==> src/hw/rtl/tdohds_pkg.sv <==
// Package for the three-digit one-hot display shifter.
// Holds constants, the handshake struct between the front end and the serializer,
// and the digit encoder. No dependencies.
`timescale 1ns / 1ps
`default_nettype none

package tdohds_pkg;

  localparam int unsigned ValueWidth = 16;
  localparam int unsigned WordBits   = 32;
  localparam int unsigned PosWidth   = 5;

  localparam logic [ValueWidth-1:0] ShownReset = 16'd1000;
  localparam logic [ValueWidth-1:0] ClampLimit = 16'd1000;
  localparam logic [9:0]            ClampMax   = 10'd999;
  localparam logic [PosWidth-1:0]   SpareBit   = 5'd31;
  localparam logic [PosWidth-1:0]   TensBase   = 5'd10;
  localparam logic [PosWidth-1:0]   UnitsBase  = 5'd20;
  localparam logic [PosWidth-1:0]   FirstPos   = 5'd31;
  localparam logic [PosWidth-1:0]   LastPos    = 5'd0;

  typedef struct packed {
    logic                valid;
    logic [WordBits-1:0] word;
  } word_item_t;

  // Digits by reciprocal multiply: v*41>>12 is v/100 for v < 1000,
  // r*205>>11 is r/10 for r < 100.
  function automatic logic [WordBits-1:0] encode_word(input logic [9:0] v);
    logic [15:0]         h_prod;
    logic [3:0]          hund;
    logic [9:0]          rem_full;
    logic [6:0]          rem;
    logic [14:0]         t_prod;
    logic [3:0]          tens;
    logic [6:0]          units_full;
    logic [3:0]          units;
    logic [WordBits-1:0] w;
    h_prod     = {6'd0, v} * 16'd41;
    hund       = h_prod[15:12];
    rem_full   = v - ({6'd0, hund} * 10'd100);
    rem        = rem_full[6:0];
    t_prod     = {8'd0, rem} * 15'd205;
    tens       = t_prod[14:11];
    units_full = rem - ({3'd0, tens} * 7'd10);
    units      = units_full[3:0];
    w          = '0;
    if (v >= 10'd100) begin
      w[{1'b0, hund}] = 1'b1;
    end else begin
      w[SpareBit] = 1'b1;
    end
    if (v >= 10'd10) begin
      w[{1'b0, tens} + TensBase] = 1'b1;
    end else begin
      w[SpareBit] = 1'b1;
    end
    w[{1'b0, units} + UnitsBase] = 1'b1;
    return w;
  endfunction

endpackage

`default_nettype wire

==> src/hw/rtl/tdohds_front.sv <==
// Front end: input register, unchanged-value filter and digit encoding.
// Depends on tdohds_pkg.
`timescale 1ns / 1ps
`default_nettype none

module tdohds_front
  import tdohds_pkg::*;
(
  input  wire logic                  clk_i,
  input  wire logic                  rst_ni,
  input  wire logic                  in_valid_i,
  output logic                       in_ready_o,
  input  wire logic [ValueWidth-1:0] value_i,
  output word_item_t                 word_o,
  input  wire logic                  word_ready_i
);

  logic                  in_valid_q, in_valid_d;
  logic [ValueWidth-1:0] value_q, value_d;
  logic [ValueWidth-1:0] shown_q, shown_d;
  logic                  same;
  logic                  consume;
  logic [9:0]            clamped;

  assign same    = (value_q == shown_q);
  assign consume = in_valid_q && (same || word_ready_i);
  assign clamped = (value_q < ClampLimit) ? value_q[9:0] : ClampMax;

  assign in_ready_o   = !in_valid_q || consume;
  assign word_o.valid = in_valid_q && !same;
  assign word_o.word  = encode_word(clamped);

  always_comb begin
    in_valid_d = in_valid_q;
    value_d    = value_q;
    shown_d    = shown_q;
    if (consume) begin
      in_valid_d = 1'b0;
      if (!same) begin
        shown_d = value_q;
      end
    end
    if (in_valid_i && in_ready_o) begin
      in_valid_d = 1'b1;
      value_d    = value_i;
    end
  end

  always_ff @(posedge clk_i or negedge rst_ni) begin
    if (!rst_ni) begin
      in_valid_q <= 1'b0;
      shown_q    <= ShownReset;
    end else begin
      in_valid_q <= in_valid_d;
      shown_q    <= shown_d;
    end
  end

  always_ff @(posedge clk_i) begin
    value_q <= value_d;
  end

endmodule

`default_nettype wire

==> src/hw/rtl/tdohds_serializer.sv <==
// Serializer: 32-bit shift register sent MSB first, with a result register.
// Depends on tdohds_pkg.
`timescale 1ns / 1ps
`default_nettype none

module tdohds_serializer
  import tdohds_pkg::*;
(
  input  wire logic                clk_i,
  input  wire logic                rst_ni,
  input  word_item_t               word_i,
  output logic                     word_ready_o,
  output logic                     out_valid_o,
  input  wire logic                out_ready_i,
  output logic                     serial_data_o,
  output logic [PosWidth-1:0]      bit_number_o
);

  logic                busy_q, busy_d;
  logic [WordBits-1:0] word_q, word_d;
  logic [PosWidth-1:0] pos_q, pos_d;
  logic                out_valid_q, out_valid_d;
  logic                data_q, data_d;
  logic [PosWidth-1:0] num_q, num_d;
  logic                out_free;
  logic                emit;

  assign out_free     = !out_valid_q || out_ready_i;
  assign emit         = busy_q && out_free;
  assign word_ready_o = !busy_q || (emit && (pos_q == LastPos));

  assign out_valid_o   = out_valid_q;
  assign serial_data_o = data_q;
  assign bit_number_o  = num_q;

  always_comb begin
    busy_d      = busy_q;
    word_d      = word_q;
    pos_d       = pos_q;
    out_valid_d = out_valid_q;
    data_d      = data_q;
    num_d       = num_q;
    if (out_valid_q && out_ready_i) begin
      out_valid_d = 1'b0;
    end
    if (emit) begin
      out_valid_d = 1'b1;
      data_d      = ~word_q[WordBits-1];
      num_d       = pos_q;
      word_d      = {word_q[WordBits-2:0], 1'b0};
      pos_d       = pos_q - 5'd1;
      if (pos_q == LastPos) begin
        busy_d = 1'b0;
      end
    end
    if (word_i.valid && word_ready_o) begin
      busy_d = 1'b1;
      word_d = word_i.word;
      pos_d  = FirstPos;
    end
  end

  always_ff @(posedge clk_i or negedge rst_ni) begin
    if (!rst_ni) begin
      busy_q      <= 1'b0;
      out_valid_q <= 1'b0;
    end else begin
      busy_q      <= busy_d;
      out_valid_q <= out_valid_d;
    end
  end

  always_ff @(posedge clk_i) begin
    word_q <= word_d;
    pos_q  <= pos_d;
    data_q <= data_d;
    num_q  <= num_d;
  end

endmodule

`default_nettype wire

==> src/hw/rtl/three_digit_one_hot_display_shifter.sv <==
// Three-digit one-hot display shifter, top level.
// Depends on tdohds_pkg, tdohds_front and tdohds_serializer.
//
// Input channel: in_valid_i / in_ready_o carry a 16-bit value item.
// An item equal to the last value shown is dropped with no result.
// Otherwise the value is clamped to 999, split into three digits with
// leading zeros blanked, and encoded into a 32-bit one-hot word
// (hundreds bits 0-9, tens 10-19, units 20-29, blank marker bit 31).
// Output channel: out_valid_o / out_ready_i carry one result per word
// bit, MSB first: serial_data_o is the inverted bit, bit_number_o its
// position (31 down to 0), last_o marks bit 0, after which the latch
// pulse is due.
// The first result of an item goes through the input, shift and result
// registers. A changed value is shifted out of the single shift register,
// one result per word bit; an unchanged value is consumed without waiting
// for the serializer. The next item enters the input register while a
// word is shifted. Reset clears all valid flags and sets the shown value
// to 1000. A stalled receiver holds the result and shift registers.
`timescale 1ns / 1ps
`default_nettype none

module three_digit_one_hot_display_shifter
  import tdohds_pkg::*;
(
  input  wire logic                  clk_i,
  input  wire logic                  rst_ni,
  input  wire logic                  in_valid_i,
  output logic                       in_ready_o,
  input  wire logic [ValueWidth-1:0] value_i,
  output logic                       out_valid_o,
  input  wire logic                  out_ready_i,
  output logic                       serial_data_o,
  output logic [PosWidth-1:0]        bit_number_o,
  output logic                       last_o
);

  word_item_t word;
  logic       word_ready;

  tdohds_front u_front (
    .clk_i       (clk_i),
    .rst_ni      (rst_ni),
    .in_valid_i  (in_valid_i),
    .in_ready_o  (in_ready_o),
    .value_i     (value_i),
    .word_o      (word),
    .word_ready_i(word_ready)
  );

  tdohds_serializer u_serializer (
    .clk_i        (clk_i),
    .rst_ni       (rst_ni),
    .word_i       (word),
    .word_ready_o (word_ready),
    .out_valid_o  (out_valid_o),
    .out_ready_i  (out_ready_i),
    .serial_data_o(serial_data_o),
    .bit_number_o (bit_number_o)
  );

  assign last_o = (bit_number_o == LastPos);

endmodule

`default_nettype wire
==> config.mk <==
export PLATFORM = sky130hd
export DESIGN_NAME = three_digit_one_hot_display_shifter
export DESIGN_NICKNAME = d
export VERILOG_FILES = /design/src/hw/rtl/tdohds_pkg.sv /design/src/hw/rtl/tdohds_front.sv /design/src/hw/rtl/tdohds_serializer.sv /design/src/hw/rtl/three_digit_one_hot_display_shifter.sv
export SDC_FILE = /design/constraint.sdc
export NUM_CORES = 1
export LEC_CHECK = 0
export ABC_CLOCK_PERIOD_IN_PS = 12670
export BUFFER_PORTS_ARGS = -buffer_cell sky130_fd_sc_hd__buf_2
export CAP_MARGIN = 40
export CORE_ASPECT_RATIO = 1.5
export CORE_MARGIN = 2
export CORE_UTILIZATION = 40
export DETAILED_ROUTE_END_ITERATION = 12
export RECOVER_POWER = 25
export SYNTH_ARGS = -nofsm -noshare
export SYNTH_HDL_FRONTEND = slang
export SYNTH_SLANG_ARGS = --single-unit
==> constraint.sdc <==
create_clock -name clk_i -period 12.67 [get_ports clk_i]
set_clock_uncertainty 0.05 [all_clocks]
set_input_delay 0 -clock clk_i [delete_from_list [all_inputs] [get_ports clk_i]]
set_output_delay 0 -clock clk_i [all_outputs]
set_load 0.05 [all_outputs]
### Word-level counts from Yosys, hierarchy flattened

Cells that the tools add are included.

| operators by class | value |
|---|---|
| add/subtract/negate cells | 5 |
| multiply operators | 4 |
| divide/modulo/power cells | 0 |
| $lt $le $gt $ge | 9 |
| eq/ne operators | 1 |
| shift-type cells | 0 |
| muxes and demuxes | 20 |
| bitwise gates (word level) | 4 |
| reduce and logical (&&, ||, !) cells | 26 |

Operators by type and width:

| cell | count |
|---|---|
| 32-bit two-way mux | 2 |
| 32-bit OR | 2 |
| 31-bit two-way mux | 1 |
| 16-bit == test | 1 |
| 16-bit by 10-bit less-than comparator with 1-bit output, second input constant | 1 |
| 10-bit by 6-bit multiplier with 16-bit output, second input constant | 1 |
| 16-bit two-way mux | 1 |
| 7-bit by 8-bit multiplier with 15-bit output, second input constant | 1 |
| 5-bit by 6-bit less-than comparator with 1-bit output, second input constant | 2 |
| 1-bit two-way mux | 12 |
| 1-bit demux with 5-bit select | 2 |
| 10-bit by 4-bit greater-or-equal comparator with 1-bit output, second input constant | 1 |
| 10-bit by 7-bit greater-or-equal comparator with 1-bit output, second input constant | 1 |
| 5-bit by 1-bit greater-or-equal comparator with 1-bit output, second input constant | 2 |
| 1-bit logical AND | 10 |
| 5-bit zero test | 2 |
| 10-bit two-way mux | 1 |
| 2-bit nonzero test | 4 |
| 7-bit subtractor | 1 |
| 4-bit by 6-bit less-than comparator with 1-bit output, second input constant | 1 |
| 4-bit by 4-bit adder with 5-bit output, second input constant | 1 |
| 4-bit by 5-bit adder with 5-bit output, second input constant | 1 |
| 4-bit by 5-bit multiplier with 5-bit output, second input constant | 1 |
| 5-bit by 1-bit subtractor with 5-bit output, second input constant | 1 |
| other kinds (8) | 16 |

| storage, ports and cells | value |
|---|---|
| bits in registers | 78 |
| latch bits | 0 |
| RAM bits | 0 |
| bits in read-only memories | 0 |
| output and inout bits | 9 |
| logic and storage cells | 78 |
| memories | 0 |

### Depth between registers and ports, before layout

| logic depth | value |
|---|---|
| word-level depth | 15 |
| gate-level depth with buffers | 51 |
| depth with buffers taken out | 49 |

### By module

Synthesis repeated with hierarchy kept, for this count alone.

| second synthesis, totals | value |
|---|---|
| cells, all modules | 700 |
| area, all modules | 6894.1 sq um |

By module, submodules not included:

| module | instances | cells each | area an instance (sq um) |
|---|---|---|---|
| tdohds_front | 1 | 465 | 4369.2 |
| tdohds_serializer | 1 | 233 | 2513.7 |
| three_digit_one_hot_display_shifter | 1 | 2 | 11.3 |

### Least setup slack after synthesis

No wires, ideal clock.

| timing | value |
|---|---|
| kind | flip-flop to flip-flop |
| start point | register u_front.value_q[13] |
| end point | register u_serializer.word_q[10] (data pin) |
| setup time | 0.266 ns |
| arrival time | 10.455 ns |
| path slack | 1.899 ns |
| cell stages (with the launch flop) | 44 |
| buffers on the path | 2 |
| period minus slack after synthesis | 10.771 ns |
| path through | edfxtp_1 > nor4_2 > nand2_1 > clkbuf_1 > or3_1 > ha_1 > inv_1 > fa_1 > inv_1 > ha_1 > ha_1 > nand3_1 > a21oi_1 > or2_2 > o31ai_1 > nand2b_1 > a21o_1 > xor2_1 > (+8 left out) > ha_1 > fa_1 > inv_1 > fa_1 > inv_1 > ha_1 > a31o_2 > a221o_1 > a31o_4 > a21oi_1 > xnor2_1 > fa_1 > clkbuf_1 > inv_1 > ha_1 > and3_1 > a221oi_1 > a21oi_1 |

| between the ends | value |
|---|---|
| word-level cells in the longest chain between the ends | 15 |

Ends and longest elaborated chain:

| item | RTL line | RTL |
|---|---|---|
| start, declared | tdohds_front.sv:19 | `logic [ValueWidth-1:0] value_q, value_d;` |
| start signal, assigned | tdohds_front.sv:60 | `value_q <= value_d;` |
| 16-bit by 10-bit less-than comparator with 1-bit output | tdohds_front.sv:27 | `assign clamped = (value_q < ClampLimit) ? value_q[9:0] : ClampMax;` |
| 10-bit two-way mux | tdohds_front.sv:27 |  |
| 10-bit by 6-bit multiplier with 16-bit output | tdohds_pkg.sv:39 | `h_prod = {6'd0, v} * 16'd41;` |
| 4-bit by 5-bit multiplier with 5-bit output | tdohds_pkg.sv:41 | `rem_full = v - ({6'd0, hund} * 10'd100);` |
| 7-bit subtractor | tdohds_pkg.sv:41 |  |
| 7-bit by 8-bit multiplier with 15-bit output | tdohds_pkg.sv:43 | `t_prod = {8'd0, rem} * 15'd205;` |
| 4-bit by 3-bit multiplier with 3-bit output or 4-bit by 4-bit adder with 5-bit output (tied branches) | tdohds_pkg.sv:45, tdohds_pkg.sv:54 |  |
| 4-bit subtractor (tied with other cells) | tdohds_pkg.sv:45 | `units_full = rem - ({3'd0, tens} * 7'd10);` |
| 4-bit by 5-bit adder with 5-bit output or 1-bit logical AND (tied branches) | tdohds_pkg.sv:58, tdohds_pkg.sv:54 |  |
| 5-bit by 6-bit less-than comparator with 1-bit output (not written as such) (tied with other cells) | tdohds_pkg.sv:58 | `w[{1'b0, units} + UnitsBase] = 1'b1;` |
| 1-bit logical AND (not written as such) or 1-bit demux with 5-bit select (tied branches) | - |  |
| 1-bit two-way mux (not written as such) or 32-bit OR (tied branches) | - |  |
| 1-bit demux with 5-bit select or 31-bit two-way mux (tied branches) | - |  |
| 32-bit OR (no source line) | - |  |
| 32-bit two-way mux (*) | tdohds_serializer.sv:56 | `if (word_i.valid && word_ready_o) begin` |
| named net u_serializer.word_d[10] | tdohds_serializer.sv:20 | `logic [WordBits-1:0] word_q, word_d;` |
| end signal, assigned | tdohds_serializer.sv:74 | `word_q <= word_d;` |
| end, declared | tdohds_serializer.sv:20 |  |

Mark *: on every way through the listed nets, which the timed path passes. The rest lies on a longest branch.
A chain may end at the register's enable or synchronous reset.

### Worst setup path after layout

| timing | value |
|---|---|
| start point | register u_front.value_q[13] |
| end point | register u_serializer.word_q[9] (data pin) |

The elaborated chain is that of the path after synthesis.

==> summary.md <==
| Metric | Value |
|---|---|
| Total via count in the routed design | `4654` |
| Top Metal Used | `met4` |
| Min setup slack post-route | `968 ps` |
| DPL Wire Length | `10800 microns` |
| Pre-antenna DRT Iters | `5` |
| Deepest clock path buffer count | `2` |
| Initial core utilization | `41.1%` |
| Endpoint of the most critical register-to-register path | `u_serializer.word_q[9]` |
| Cell count after placement | `838` |
| Die Ht | `154 microns` |
| Wire length on met2 | `7510 microns` |
| Total gr overflow | `0` |
| Final design area excluding fillers | `0.00680 sq mm` |
| Hold path endpoint | `u_front.value_q[3]` |
| N_diodes | `0` |
| Number of I/O port buffers | `28` |
| Floorplan core area | `0.0146 sq mm` |
| Portion of total power attributed to combinational logic | `57.8%` |
| Critical path launch point type | `flip-flop` |
| Count of max-cap constraint violations | `0` |
| Clock root buffer | `clkbuf_16` |
| Number of cells on the worst hold path | `2` |
| Pin count of the biggest net entering global routing | `52` |
| Largest voltage drop on the vdd net | `150 uV` |
| Routability Congestion | `0.887` |
| Part of the total power dissipated in the clock network | `17.4%` |
| Filler instances | `1440` |
| Post-synthesis average cell area | `9.46 sq um` |
| Hold crit path type | `in2reg` |
| Number of primary I/O pins | `29` |
| First-pass GRT wire length | `23700 microns` |
| Share of layout cells above drive strength 1 | `10.2%` |
| Share of the clock period used by the worst path after layout | `92.4%` |
| Final setup fails | `0` |
| Die Footprint | `0.0160 sq mm` |
| Number of placement rows | `54` |
| Maximum single-stage delay on the critical path | `820 ps` |
| GRT Resource Usage Total | `18.4%` |
| Crit path DAT | `11730 ps` |
| Number of flops mapped to enable cells by yosys | `54` |
| Predominant post-synthesis flop cell | `edfxtp_1` |
| Actual slew at the worst max-slew pin | `1070 ps` |
| Final-stage net count | `785` |
| Leakage power of the design | `2.97 nW` |
| Int Power | `0.802 mW` |
| Final core utilization | `46.6%` |
| Worst endpoint required time | `12700 ps` |
| Chip width | `104 microns` |
| Number of nets with antenna violations after routing | `0` |
| Pre-CTS setup slack | `750 ps` |
| Ys async rst share | `24.4%` |
| Buffers & Inverters on Critical Path | `6` |
| Switch Pwr | `0.728 mW` |
| Sequential cell fraction of total power | `24.8%` |
| Kind of end point of the critical path | `flip-flop` |
| Average wire per cell in the routed design | `16.1 microns` |
| Crit path max-delay family | `adder cells` |
| Status | `finished clean` |
| Launching point of the worst reg2reg path | `u_front.value_q[13]` |
| Area overhead of the layout relative to synthesis | `13.4%` |
| Area after detailed placement | `0.00631 sq mm` |
| H-tree levels | `3` |
| Total number of clock tree sinks | `78` |
| Number of warning messages in the yosys log | `0` |
| Post-route met1 wirelength | `5690 microns` |
| Power density of the placed cells | `225 mW/mm^2` |
| RSZ-0062 raised after global routing | `no` |
| Hold Violations, Final | `0` |
| Netlist area before placement | `0.00600 sq mm` |
| FF-to-FF path depth | `41` |
| Clock insertion delay at the later pin of the skew report | `340 ps` |
| Critical path's slowest cell | `fa_1` |
| Final critical-path required period | `11700 ps` |
| Gate count after technology mapping | `634` |
| Peak clock frequency supported by timing | `85.5 MHz` |
| Tot Pwr | `1.53 mW` |
| Number of remaining DRC errors | `0` |
| Number of antenna violations at the first check in global routing | `0` |
| Smallest hold slack | `312 ps` |
| Worst Path Max Fanout | `15` |
| Distinct cells, synth | `65` |
| Number of global-route vias before repair | `4859` |
| Final setup TNS | `0 ps` |
| Total detailed-routing wirelength | `14100 microns` |
| Number of nets produced by synthesis | `747` |
| Cell repeated most along the worst path | `ha_1` |
| Non-filler instance count after layout | `873` |
| Origin of the worst min-delay path | `value_i[3]` |
| Worst slew margin relative to its limit | `28.5%` |
| Clock Pin Slew Worst Setup and Hold Paths | `60 ps` |
| Post-CTS Setup Inserts | `0` |
| Drt first-iter violations | `211` |
| Minimum setup slack among reg-to-reg paths | `970 ps` |
| Post-synthesis sequential element count | `78` |
| Switching share of power | `47.5%` |
| Routed length on met3 | `396 microns` |
| Via/cell ratio | `5.33` |
| Critical Setup Path Class | `reg2reg` |
| Number of buffers inserted during clock tree synthesis | `9` |
| Fin. max-slew vios | `0` |
| Sequential cell area fraction in the yosys report | `36.8%` |
| Clock tree from TritonCTS | `yes` |
==> cell usage in the layout, fill, tap and decap left out, types with 11 or more instances in the layout <==
cell type / Yosys / layout
dlygate4sd3_1: 0 / 19
fa_1: 13 / 13
ha_1: 80 / 80
or3_1: 14 / 14
nand2_1: 89 / 89
dfrtp_1: 13 / 13
edfxtp_1: 54 / 54
buf_2: 1 / 25
o21ai_0: 11 / 11
a21oi_1: 25 / 25
nand3_1: 17 / 17
nor2_1: 61 / 59
a221oi_1: 13 / 13
a31oi_1: 14 / 14
xnor2_1: 26 / 26
xor2_1: 15 / 15
inv_1: 58 / 58
==> timing repair <==
| action | 4_1_cts | 5_1_grt |
|---|---|---|
| setup endpoints to repair | 0 | 26 |
| hold buffers | 19 | 0 |
| gates resized for setup | 0 | 3 |
| endpoints found under the hold margin | 37 | 0 |
==> per-layer routing <==
| layer | up-vias | track usage [%] |
|---|---|---|
| met2 | 115 | 34.0 |
| met4 | 0 | 8.82 |
| met1 | 2201 | 20.9 |
| li1 | 2307 | - |
| met5 | - | 0 |
| met3 | 31 | 2.25 |
==> final cells by class <==
cell class	instances	area (sq um)	share of cell area, %
tap	196	245	3.60
clock buffer	10	229	3.37
clock inverter	6	68.8	1.01
inverter	58	218	3.20
sequential	78	2200	32.4
timing repair buffer	50	349	5.13
multi-input combinational	475	3490	51.3
==> worst max path at each step <==
| stage | depth (start not counted) | slack, ps | from | to |
|---|---|---|---|---|
| after CTS | 41 | 740 | u_front.value_q[13] | u_serializer.word_q[9] |
| after floorplan | 43 | 1900 | u_front.value_q[13] | u_serializer.word_q[10] |
| after global routing | 41 | 110 | u_front.value_q[13] | u_serializer.word_q[9] |
| after global placement | 43 | 1090 | u_front.value_q[13] | u_serializer.word_q[9] |
| final | 41 | 970 | u_front.value_q[13] | u_serializer.word_q[9] |
| after detailed placement | 43 | 750 | u_front.value_q[13] | u_serializer.word_q[9] |
==> registers in the layout, indices dropped and copies added (netlist names) <==
| register | count |
|---|---|
| u_serializer.pos_q | 5 |
| u_serializer.busy_q | 1 |
| u_serializer.out_valid_o | 1 |
| u_front.in_valid_q | 1 |
| u_serializer.bit_number_o | 5 |
| u_serializer.word_q | 32 |
| u_front.shown_q | 16 |
| u_front.value_q | 16 |
| u_serializer.serial_data_o | 1 |
==> power by group through the flow <==
stage	sequential [mW]	combinational, mW	clock (mW)
floorplan	0.392	0.650	0
CTS	0.380	0.877	0.270
global placement	0.382	0.840	0
detailed placement	0.384	0.868	0
finish	0.379	0.885	0.266
global route	0.387	0.974	0.279
==> synthesized netlist by cell type (5+ instances only) <==
| cell type | n | area (sq um) |
|---|---|---|
| fa_1 | 13 | 260 |
| nor2_1 | 61 | 229 |
| or2_2 | 7 | 43.8 |
| and2_1 | 9 | 56.3 |
| nand3_1 | 17 | 85.1 |
| nand2_1 | 89 | 334 |
| ha_1 | 80 | 1000 |
| xnor2_1 | 26 | 228 |
| or3_1 | 14 | 87.6 |
| nand2b_1 | 6 | 37.5 |
| nor3_1 | 7 | 35.0 |
| inv_1 | 58 | 218 |
| a21oi_1 | 25 | 125 |
| nand4_1 | 7 | 43.8 |
| clkbuf_1 | 16 | 60.1 |
| dfxtp_1 | 5 | 100 |
| a221oi_1 | 13 | 114 |
| o21ai_0 | 11 | 55.1 |
| dfrtp_1 | 13 | 325 |
| a31oi_1 | 14 | 87.6 |
| xor2_1 | 15 | 131 |
| dfstp_2 | 6 | 158 |
| edfxtp_1 | 54 | 1620 |
==> cells by family after synthesis <==
group | after synthesis | share of synthesized area, %
compound gates | 98 | 11.6
mux | 1 | 0.167
simple gates | 242 | 19.1
xor+xnor | 41 | 5.99
fa+ha+maj | 93 | 21.0
flops | 78 | 36.8
buf+inv | 81 | 5.34
Power figures use the tool's default switching activity.
